File: src/rtl/hsv2rgb_pkg.sv
`timescale 1ns / 1ps
`default_nettype none
// ----------------------------------------------------------------------------
// HSV to RGB converter package
// Field widths, arithmetic constants, sector codes and the request type that
// passes from the front end through the queue to the back end.
// ----------------------------------------------------------------------------
package hsv2rgb_pkg;

  // Field widths
  localparam int unsigned HueW   = 9;
  localparam int unsigned PctW   = 7;
  localparam int unsigned ChanW  = 8;
  localparam int unsigned SectW  = 4;
  localparam int unsigned KW     = 6;
  localparam int unsigned VsW    = 14;
  localparam int unsigned NumW   = 20;
  localparam int unsigned ScaleW = 24;
  localparam int unsigned TW     = 18;
  localparam int unsigned RecipW = 17;
  localparam int unsigned ProdW  = TW + RecipW;

  // Hue geometry: one sector spans 60 degrees, one hue period 120 degrees
  localparam int unsigned HueStep   = 60;
  localparam int unsigned NumThresh = (2 ** HueW - 1) / HueStep;
  localparam logic [HueW-1:0] HUE_PERIOD = HueW'(2 * HueStep);
  localparam logic [PctW-1:0] HM_PERIOD  = PctW'(2 * HueStep);

  // Percent clamp
  localparam logic [PctW-1:0] PCT_MAX = PctW'(100);

  // Numerators over 600000: C = V*S*60, m = V*6000 - C
  localparam logic [NumW-1:0] CHROMA_MUL = NumW'(60);
  localparam logic [NumW-1:0] VALUE_MUL  = NumW'(6000);

  // 255/600000 = 17/40000 = 17 / (64 * 625)
  localparam logic [ScaleW-1:0] SCALE_MUL   = ScaleW'(17);
  localparam int unsigned       ScaleShift  = 6;
  localparam int unsigned       Divisor     = 625;
  localparam int unsigned       RecipShift  = 26;
  localparam logic [RecipW-1:0] RECIP_MUL   = RecipW'((2 ** RecipShift) / Divisor);
  localparam logic [TW-1:0]     DIVISOR_T   = TW'(Divisor);

  // Sector codes (hue / 60); codes above the last one select no channel
  localparam logic [SectW-1:0] SECT_RED_YEL = SectW'(0);
  localparam logic [SectW-1:0] SECT_YEL_GRN = SectW'(1);
  localparam logic [SectW-1:0] SECT_GRN_CYN = SectW'(2);
  localparam logic [SectW-1:0] SECT_CYN_BLU = SectW'(3);
  localparam logic [SectW-1:0] SECT_BLU_MAG = SectW'(4);
  localparam logic [SectW-1:0] SECT_MAG_RED = SectW'(5);

  // Classified request held in the queue
  typedef struct packed {
    logic [SectW-1:0] sector;
    logic [KW-1:0]    k;
    logic [PctW-1:0]  v;
    logic [VsW-1:0]   vs;
  } item_t;

  // Queue occupancy flags
  typedef struct packed {
    logic full;
    logic empty;
  } queue_status_t;

endpackage
`default_nettype wire

File: src/rtl/hsv2rgb_front.sv
`timescale 1ns / 1ps
`default_nettype none
// ----------------------------------------------------------------------------
// HSV to RGB front end
// Clamps saturation and value, finds the hue sector and the intermediate
// weight, and forms the value-saturation product for the queue.
// ----------------------------------------------------------------------------
module hsv2rgb_front import hsv2rgb_pkg::*; (
  input  logic [HueW-1:0] hue_i,
  input  logic [PctW-1:0] saturation_i,
  input  logic [PctW-1:0] brightness_i,
  output item_t           item_o
);

  logic [PctW-1:0]  sat;
  logic [PctW-1:0]  val;
  logic [SectW-1:0] sector;
  logic [HueW-1:0]  hue_base;
  logic [PctW-1:0]  hm;

  // Clamp percentages to 100
  always_comb begin
    sat = (saturation_i > PCT_MAX) ? PCT_MAX : saturation_i;
    val = (brightness_i > PCT_MAX) ? PCT_MAX : brightness_i;
  end

  // Count sector thresholds passed by the hue
  always_comb begin
    sector = '0;
    for (int i = 1; i <= NumThresh; i++) begin
      if (hue_i >= HueW'(i * HueStep)) begin
        sector = sector + SectW'(1);
      end
    end
  end

  // Reduce hue modulo 120 and fold it into the weight 60 - |hm - 60|
  always_comb begin
    hue_base = HueW'({{(HueW-SectW+1){1'b0}}, sector[SectW-1:1]} * HUE_PERIOD);
    hm       = PctW'(hue_i - hue_base);
    item_o.sector = sector;
    item_o.k      = sector[0] ? KW'(HM_PERIOD - hm) : KW'(hm);
    item_o.v      = val;
    item_o.vs     = VsW'({{(VsW-PctW){1'b0}}, val} * {{(VsW-PctW){1'b0}}, sat});
  end

endmodule
`default_nettype wire

File: src/rtl/hsv2rgb_queue.sv
`timescale 1ns / 1ps
`default_nettype none
// ----------------------------------------------------------------------------
// HSV to RGB request queue
// Small circular buffer between the front and back ends, so that each side
// can stall without holding up the other. Depth must be at least two.
// ----------------------------------------------------------------------------
module hsv2rgb_queue import hsv2rgb_pkg::*; #(
  parameter int unsigned Depth = 2
) (
  input  logic          clk_i,
  input  logic          rst_ni,
  input  logic          push_i,
  input  item_t         item_i,
  input  logic          pop_i,
  output item_t         item_o,
  output queue_status_t status_o
);

  localparam int unsigned PtrW = $clog2(Depth);
  localparam int unsigned CntW = $clog2(Depth + 1);

  item_t           mem_q [Depth];
  logic [PtrW-1:0] wr_ptr_q, wr_ptr_d;
  logic [PtrW-1:0] rd_ptr_q, rd_ptr_d;
  logic [CntW-1:0] count_q, count_d;
  logic            do_push;
  logic            do_pop;

  // Occupancy flags
  assign status_o.full  = (count_q == CntW'(Depth));
  assign status_o.empty = (count_q == '0);
  assign do_push        = push_i && !status_o.full;
  assign do_pop         = pop_i && !status_o.empty;
  assign item_o         = mem_q[rd_ptr_q];

  // Advance pointers and count
  always_comb begin
    wr_ptr_d = wr_ptr_q;
    rd_ptr_d = rd_ptr_q;
    count_d  = count_q;
    if (do_push) begin
      wr_ptr_d = (wr_ptr_q == PtrW'(Depth - 1)) ? '0 : wr_ptr_q + PtrW'(1);
    end
    if (do_pop) begin
      rd_ptr_d = (rd_ptr_q == PtrW'(Depth - 1)) ? '0 : rd_ptr_q + PtrW'(1);
    end
    case ({do_push, do_pop})
      2'b10:   count_d = count_q + CntW'(1);
      2'b01:   count_d = count_q - CntW'(1);
      default: count_d = count_q;
    endcase
  end

  always_ff @(posedge clk_i or negedge rst_ni) begin
    if (!rst_ni) begin
      wr_ptr_q <= '0;
      rd_ptr_q <= '0;
      count_q  <= '0;
    end else begin
      wr_ptr_q <= wr_ptr_d;
      rd_ptr_q <= rd_ptr_d;
      count_q  <= count_d;
    end
  end

  // Store incoming request
  always_ff @(posedge clk_i) begin
    if (do_push) begin
      mem_q[wr_ptr_q] <= item_i;
    end
  end

endmodule
`default_nettype wire

File: src/rtl/hsv2rgb_back.sv
`timescale 1ns / 1ps
`default_nettype none
// ----------------------------------------------------------------------------
// HSV to RGB back end
// Four-stage pipeline: channel numerators, scale by 17/64, reciprocal
// estimate of the division by 625, then one correction into the output
// register.
// ----------------------------------------------------------------------------
module hsv2rgb_back import hsv2rgb_pkg::*; (
  input  logic             clk_i,
  input  logic             rst_ni,
  input  item_t            item_i,
  input  logic             avail_i,
  output logic             pop_o,
  output logic             out_valid_o,
  input  logic             out_stall_i,
  output logic [ChanW-1:0] red_o,
  output logic [ChanW-1:0] green_o,
  output logic [ChanW-1:0] blue_o
);

  logic v1_q, v2_q, v3_q, out_valid_q;
  logic rdy1, rdy2, rdy3, rdy_out;

  logic [NumW-1:0]            chroma, inter, offset;
  logic [NumW-1:0]            comp [3];
  logic [2:0][NumW-1:0]       num_d, num_q;
  logic [2:0][TW-1:0]         t2_d, t2_q;
  logic [2:0][TW-1:0]         t3_q;
  logic [2:0][ChanW-1:0]      qe_d, qe_q;
  logic [2:0][ChanW-1:0]      chan_d, chan_q;
  logic [ProdW-1:0]           prod [3];
  logic [ScaleW-1:0]          scaled [3];
  logic [TW-1:0]              rem [3];

  // Ready chain from the output register backwards
  assign rdy_out     = !out_valid_q || !out_stall_i;
  assign rdy3        = !v3_q || rdy_out;
  assign rdy2        = !v2_q || rdy3;
  assign rdy1        = !v1_q || rdy2;
  assign pop_o       = avail_i && rdy1;
  assign out_valid_o = out_valid_q;
  assign red_o       = chan_q[0];
  assign green_o     = chan_q[1];
  assign blue_o      = chan_q[2];

  // Stage one: chroma, intermediate, offset and sector routing
  always_comb begin
    chroma = {{(NumW-VsW){1'b0}}, item_i.vs} * CHROMA_MUL;
    inter  = {{(NumW-VsW){1'b0}}, item_i.vs} * {{(NumW-KW){1'b0}}, item_i.k};
    offset = {{(NumW-PctW){1'b0}}, item_i.v} * VALUE_MUL - chroma;
    comp[0] = '0;
    comp[1] = '0;
    comp[2] = '0;
    case (item_i.sector)
      SECT_RED_YEL: begin comp[0] = chroma; comp[1] = inter;  end
      SECT_YEL_GRN: begin comp[0] = inter;  comp[1] = chroma; end
      SECT_GRN_CYN: begin comp[1] = chroma; comp[2] = inter;  end
      SECT_CYN_BLU: begin comp[1] = inter;  comp[2] = chroma; end
      SECT_BLU_MAG: begin comp[0] = inter;  comp[2] = chroma; end
      SECT_MAG_RED: begin comp[0] = chroma; comp[2] = inter;  end
      default: ;
    endcase
    for (int i = 0; i < 3; i++) begin
      num_d[i] = comp[i] + offset;
    end
  end

  // Stages two to four per channel
  always_comb begin
    for (int i = 0; i < 3; i++) begin
      scaled[i] = {{(ScaleW-NumW){1'b0}}, num_q[i]} * SCALE_MUL;
      t2_d[i]   = TW'(scaled[i] >> ScaleShift);
      prod[i]   = {{RecipW{1'b0}}, t2_q[i]} * {{TW{1'b0}}, RECIP_MUL};
      qe_d[i]   = prod[i][RecipShift +: ChanW];
      rem[i]    = t3_q[i] - TW'({{(TW-ChanW){1'b0}}, qe_q[i]} * DIVISOR_T);
      chan_d[i] = (rem[i] >= DIVISOR_T) ? qe_q[i] + ChanW'(1) : qe_q[i];
    end
  end

  // Advance stage valids
  always_ff @(posedge clk_i or negedge rst_ni) begin
    if (!rst_ni) begin
      v1_q        <= 1'b0;
      v2_q        <= 1'b0;
      v3_q        <= 1'b0;
      out_valid_q <= 1'b0;
    end else begin
      if (rdy1)    v1_q        <= avail_i;
      if (rdy2)    v2_q        <= v1_q;
      if (rdy3)    v3_q        <= v2_q;
      if (rdy_out) out_valid_q <= v3_q;
    end
  end

  // Advance stage payloads; hold while stalled
  always_ff @(posedge clk_i) begin
    if (rdy1) num_q <= num_d;
    if (rdy2) t2_q  <= t2_d;
    if (rdy3) begin
      t3_q <= t2_q;
      qe_q <= qe_d;
    end
    if (rdy_out) chan_q <= chan_d;
  end

endmodule
`default_nettype wire

File: src/rtl/hsv_to_rgb_converter_top.sv
`timescale 1ns / 1ps
`default_nettype none
// ----------------------------------------------------------------------------
// HSV to RGB converter, top level
// Converts one hue/saturation/value pixel per clock while not stalled into
// 8-bit red, green and blue.
// ----------------------------------------------------------------------------
// The converter takes one request per clock while in_stall_o is low and
// returns one RGB result per request, in order. A request is classified
// (clamp, sector, hue weight, value-saturation product) as it is accepted and
// written into a queue of QueueDepth entries; a four-stage back-end pipeline
// reads the queue and holds the result in an output register. With the output
// not stalled, throughput is one request per clock, set by the fully
// pipelined back end. Saturation and value above 100 are clamped to 100; hues
// from 360 up give grey at the offset level. in_stall_o rises only once the
// queue is full.
// ----------------------------------------------------------------------------
module hsv_to_rgb_converter_top import hsv2rgb_pkg::*; #(
  parameter int unsigned QueueDepth = 2
) (
  input  logic             clk_i,
  input  logic             rst_ni,
  input  logic             in_valid_i,
  output logic             in_stall_o,
  input  logic [HueW-1:0]  hue_i,
  input  logic [PctW-1:0]  saturation_i,
  input  logic [PctW-1:0]  brightness_i,
  output logic             out_valid_o,
  input  logic             out_stall_i,
  output logic [ChanW-1:0] red_o,
  output logic [ChanW-1:0] green_o,
  output logic [ChanW-1:0] blue_o
);

  item_t         front_item;
  item_t         head_item;
  queue_status_t q_status;
  logic          pop;

  // Classify the incoming request
  hsv2rgb_front u_front (
    .hue_i        (hue_i),
    .saturation_i (saturation_i),
    .brightness_i (brightness_i),
    .item_o       (front_item)
  );

  // Decouple front and back ends
  hsv2rgb_queue #(
    .Depth (QueueDepth)
  ) u_queue (
    .clk_i    (clk_i),
    .rst_ni   (rst_ni),
    .push_i   (in_valid_i),
    .item_i   (front_item),
    .pop_i    (pop),
    .item_o   (head_item),
    .status_o (q_status)
  );

  assign in_stall_o = q_status.full;

  // Compute the channels
  hsv2rgb_back u_back (
    .clk_i       (clk_i),
    .rst_ni      (rst_ni),
    .item_i      (head_item),
    .avail_i     (!q_status.empty),
    .pop_o       (pop),
    .out_valid_o (out_valid_o),
    .out_stall_i (out_stall_i),
    .red_o       (red_o),
    .green_o     (green_o),
    .blue_o      (blue_o)
  );

endmodule
`default_nettype wire

File: config.mk
export PLATFORM = sky130hd
export DESIGN_NAME = hsv_to_rgb_converter_top
export DESIGN_NICKNAME = d
export VERILOG_FILES = /design/src/rtl/hsv2rgb_pkg.sv /design/src/rtl/hsv2rgb_front.sv /design/src/rtl/hsv2rgb_queue.sv /design/src/rtl/hsv2rgb_back.sv /design/src/rtl/hsv_to_rgb_converter_top.sv
export SDC_FILE = /design/constraint.sdc
export NUM_CORES = 2
export LEC_CHECK = 0
export BUFFER_PORTS_ARGS = -buffer_cell sky130_fd_sc_hd__buf_2
export CAP_MARGIN = 20
export CORE_ASPECT_RATIO = 1.4
export CORE_MARGIN = 3
export CORE_UTILIZATION = 43
export CTS_CLUSTER_DIAMETER = 30
export DETAILED_ROUTE_END_ITERATION = 16
export GPL_TIMING_DRIVEN = 1
export SYNTH_ARGS = -nofsm -noshare
export SYNTH_HDL_FRONTEND = slang
export SYNTH_HIERARCHICAL = 1
export SYNTH_SLANG_ARGS = --single-unit
File: constraint.sdc
create_clock -name clk_i -period 17.2 [get_ports clk_i]
set_clock_uncertainty 0.05 [all_clocks]
set_input_delay 0.86 -clock clk_i [delete_from_list [all_inputs] [get_ports clk_i]]
set_output_delay 0.86 -clock clk_i [all_outputs]
set_load 0.02 [all_outputs]
==> run summary <==
Tot GR Track Use: 0.184
Final period util: 0.450
CTS Buf Count: 68
Slew @ Worst Pin: 0.929 ns
CTS tree: yes
arrival time at the worst endpoint: 8.03 ns
Die W: 277 um
Critical Path End Type: register
Setup WS pre-CTS: 9.46 ns
Post-Syn Area per Cell: 10.3 um2
drt initial violations: 1,165
PnR worst setup slack: 9.47 ns
WL per Instance: 16.5 um
Async SR Flop Fraction: 0.0280
largest net degree at the start of global routing: 80
ys flop type: edfxtp_1
crit path buf inv count: 3
RSZ-0062 raised after global routing: no
crit path max-delay cell type: o41ai_1
leading cell types in the layout, fill and taps excluded: inv_1 (937), ha_1 (833), fa_1 (526)
Max Cap Viol: 0
min cycle time layout: 7.73 ns
count of cell types in the netlist: 113
Post CTS Setup Buffer Count: 0
clock sinks: 286
drt first pass iters: 5
core area: 0.102 mm2
Fillers: 9,487
Hold Fails Final Rpt: 0
HPWL after detailed placement: 82.2 mm
Critical Path Fanout Max: 26
Overflow after GRT: 0
register area share after synthesis: 0.193
nets: 5,763
Syn Inst Count: 4,283
Hold Path Class: input pin to async pin
Root Buffer Master: clkbuf_16
htree depth: 3
Setup CP Type: register to register
Final GP Congestion: 0.922
vias in the first global route: 31,700
Post-DRT Antenna Nets: 0
post-synthesis net count: 5,669
commonest non-fill, non-tap cell in the layout: inv_1
most frequent CP cell: fa_1
Post-Syn Area: 0.0443 mm2
fin cells: 5,762
Synth top area share: 0.238
Via density: 5.15
CP peak stage delay: 0.68 ns
Synth area leader: fa_1
CP Cell Sequence: buf_4, mux2_2, and2_1, fa_1, inv_1, fa_1, fa_1, inv_1, ha_1, a21oi_1, nor2b_1, o21a_1, o41ai_1, xnor2_1, o22ai_1, ha_1, and2_1, a31o_2, o31ai_1, o21ai_0, a2111oi_0, nor3_1, a31oi_1, xnor3_1
Startpoint Class: register
final WL: 95.2 mm
critical path required time: 17.49 ns
I/O Buffers: 52
I/O pin total: 53
FP Rows: 138
global-route wire length before repair: 159 mm
Final Hold Slack: 0.128 ns
Fmax: 0.129 GHz
Ys Warns: 6
Yosys reg bits: 286
cell family with most CP delay: compound AO/OA/AOI/OAI gates
latest clock arrival within the worst-skew pair: 0.60 ns
effective utilization at floorplan: 0.436
Max Root-Sink Buffers: 3
Remaining DRCs: 0
CTS clk-pin slew, worst paths: 0.05 ns
total number of vias: 29,700
ranking of synthesized cells by area: fa_1 (24%), ha_1 (24%), edfxtp_1 (19%)
cts repair resizes: 0
area delta synth->final: 9.45%
# placed instances: 5,636
number of enable flip-flop cells after synthesis: 278
relative slew slack: 0.376
# diodes: 0
initial antenna violation count: 1
die height: 386 um
layout cells sized above 1: 0.0652
cts hold-fix bufs: 0
die area: 0.107 mm2
Slew Viols, Final: 0
setup TNS: 0 ns
Finish-stage setup viols: 0
status: completed
[synthesized netlist by cell type, drive strengths merged, types with 14 or more instances]
| cell | count |
|---|---|
| xor2 | 66 |
| clkbuf | 24 |
| o21bai | 35 |
| nand2b | 40 |
| inv | 937 |
| nand2 | 205 |
| ha | 833 |
| xnor2 | 176 |
| a21oi | 155 |
| edfxtp | 278 |
| nand4 | 23 |
| o21a | 36 |
| nor2b | 29 |
| a21o | 65 |
| o21ai | 106 |
| nor3 | 73 |
| or3 | 18 |
| o211ai | 16 |
| o22ai | 45 |
| nand3 | 62 |
| and2 | 49 |
| mux2 | 36 |
| fa | 526 |
| and3 | 29 |
| a211oi | 14 |
| nor2 | 158 |
[metrics by stage]
stage	cell area, um2	utilization
global placement	46000	0.453
global route	48400	0.477
floorplan	44300	-
detailed placement	46000	0.453
CTS	48400	0.477
finish	48400	0.477
[worst paths after layout]
path	from	endpoint	slack, ns	cells past startpoint
worst max-delay path	u_queue/rd_ptr_q	u_back/num_q[19]	9.47	24
worst min-delay path	rst_ni	u_queue/rd_ptr_q	0.13	1
worst max register to register	u_queue/rd_ptr_q	u_back/num_q[19]	9.47	24
worst min register to register	u_queue/count_q[1]	u_queue/count_q[1]	0.45	1
max in group asynchronous	rst_ni	u_back/out_valid_o	16.68	1
min in group clk_i	hue_i[0]	u_queue/mem_q[1][21]	0.44	1
[per-layer routing]
layer  GRT usage  part of all wire  up-vias
met1       0.206              0.40    14400
met3      0.0199             0.027      201
li1            -                 -    14600
met4      0.0892             0.050        0
met2       0.346              0.52      455
met5           0                 0        -
[area by class of cell]
| class | instances | area [um2] | share of cell area |
|---|---|---|---|
| Timing Repair Buffer | 60 | 340 | 0.00703 |
| Inverter | 937 | 3520 | 0.0726 |
| Tap cell | 1330 | 1660 | 0.0344 |
| Clock inverter | 51 | 602 | 0.0124 |
| Clock buffer | 74 | 1770 | 0.0365 |
| Sequential cell | 286 | 8550 | 0.177 |
| Multi-Input combinational cell | 3024 | 32000 | 0.661 |
[flip-flops by register name, summed over array words and instances, names as in the netlist, 2 cells and up]
signal and flops:
u_queue/mem_q 62, u_back/num_q 60, u_back/blue_o 8, u_back/qe_q 24
u_back/red_o 8, u_back/t3_q 54, u_back/green_o 8, u_back/t2_q 54
u_queue/count_q 2
[cell families after synthesis]
| family | Yosys count | share of synthesized area |
|---|---|---|
| buffers and inverters | 973 | 0.0842 |
| AND/OR/NAND/NOR | 740 | 0.0839 |
| flip-flops | 286 | 0.193 |
| adder cells (fa/ha/maj) | 1359 | 0.473 |
| AO/OA/AOI/OAI | 632 | 0.0992 |
| XOR/XNOR | 248 | 0.0524 |
| multiplexers | 45 | 0.0137 |
Power is left out: the tool's default activity adds up to more than one toggle a clock period on the data nets, which glitch-free logic cannot reach.
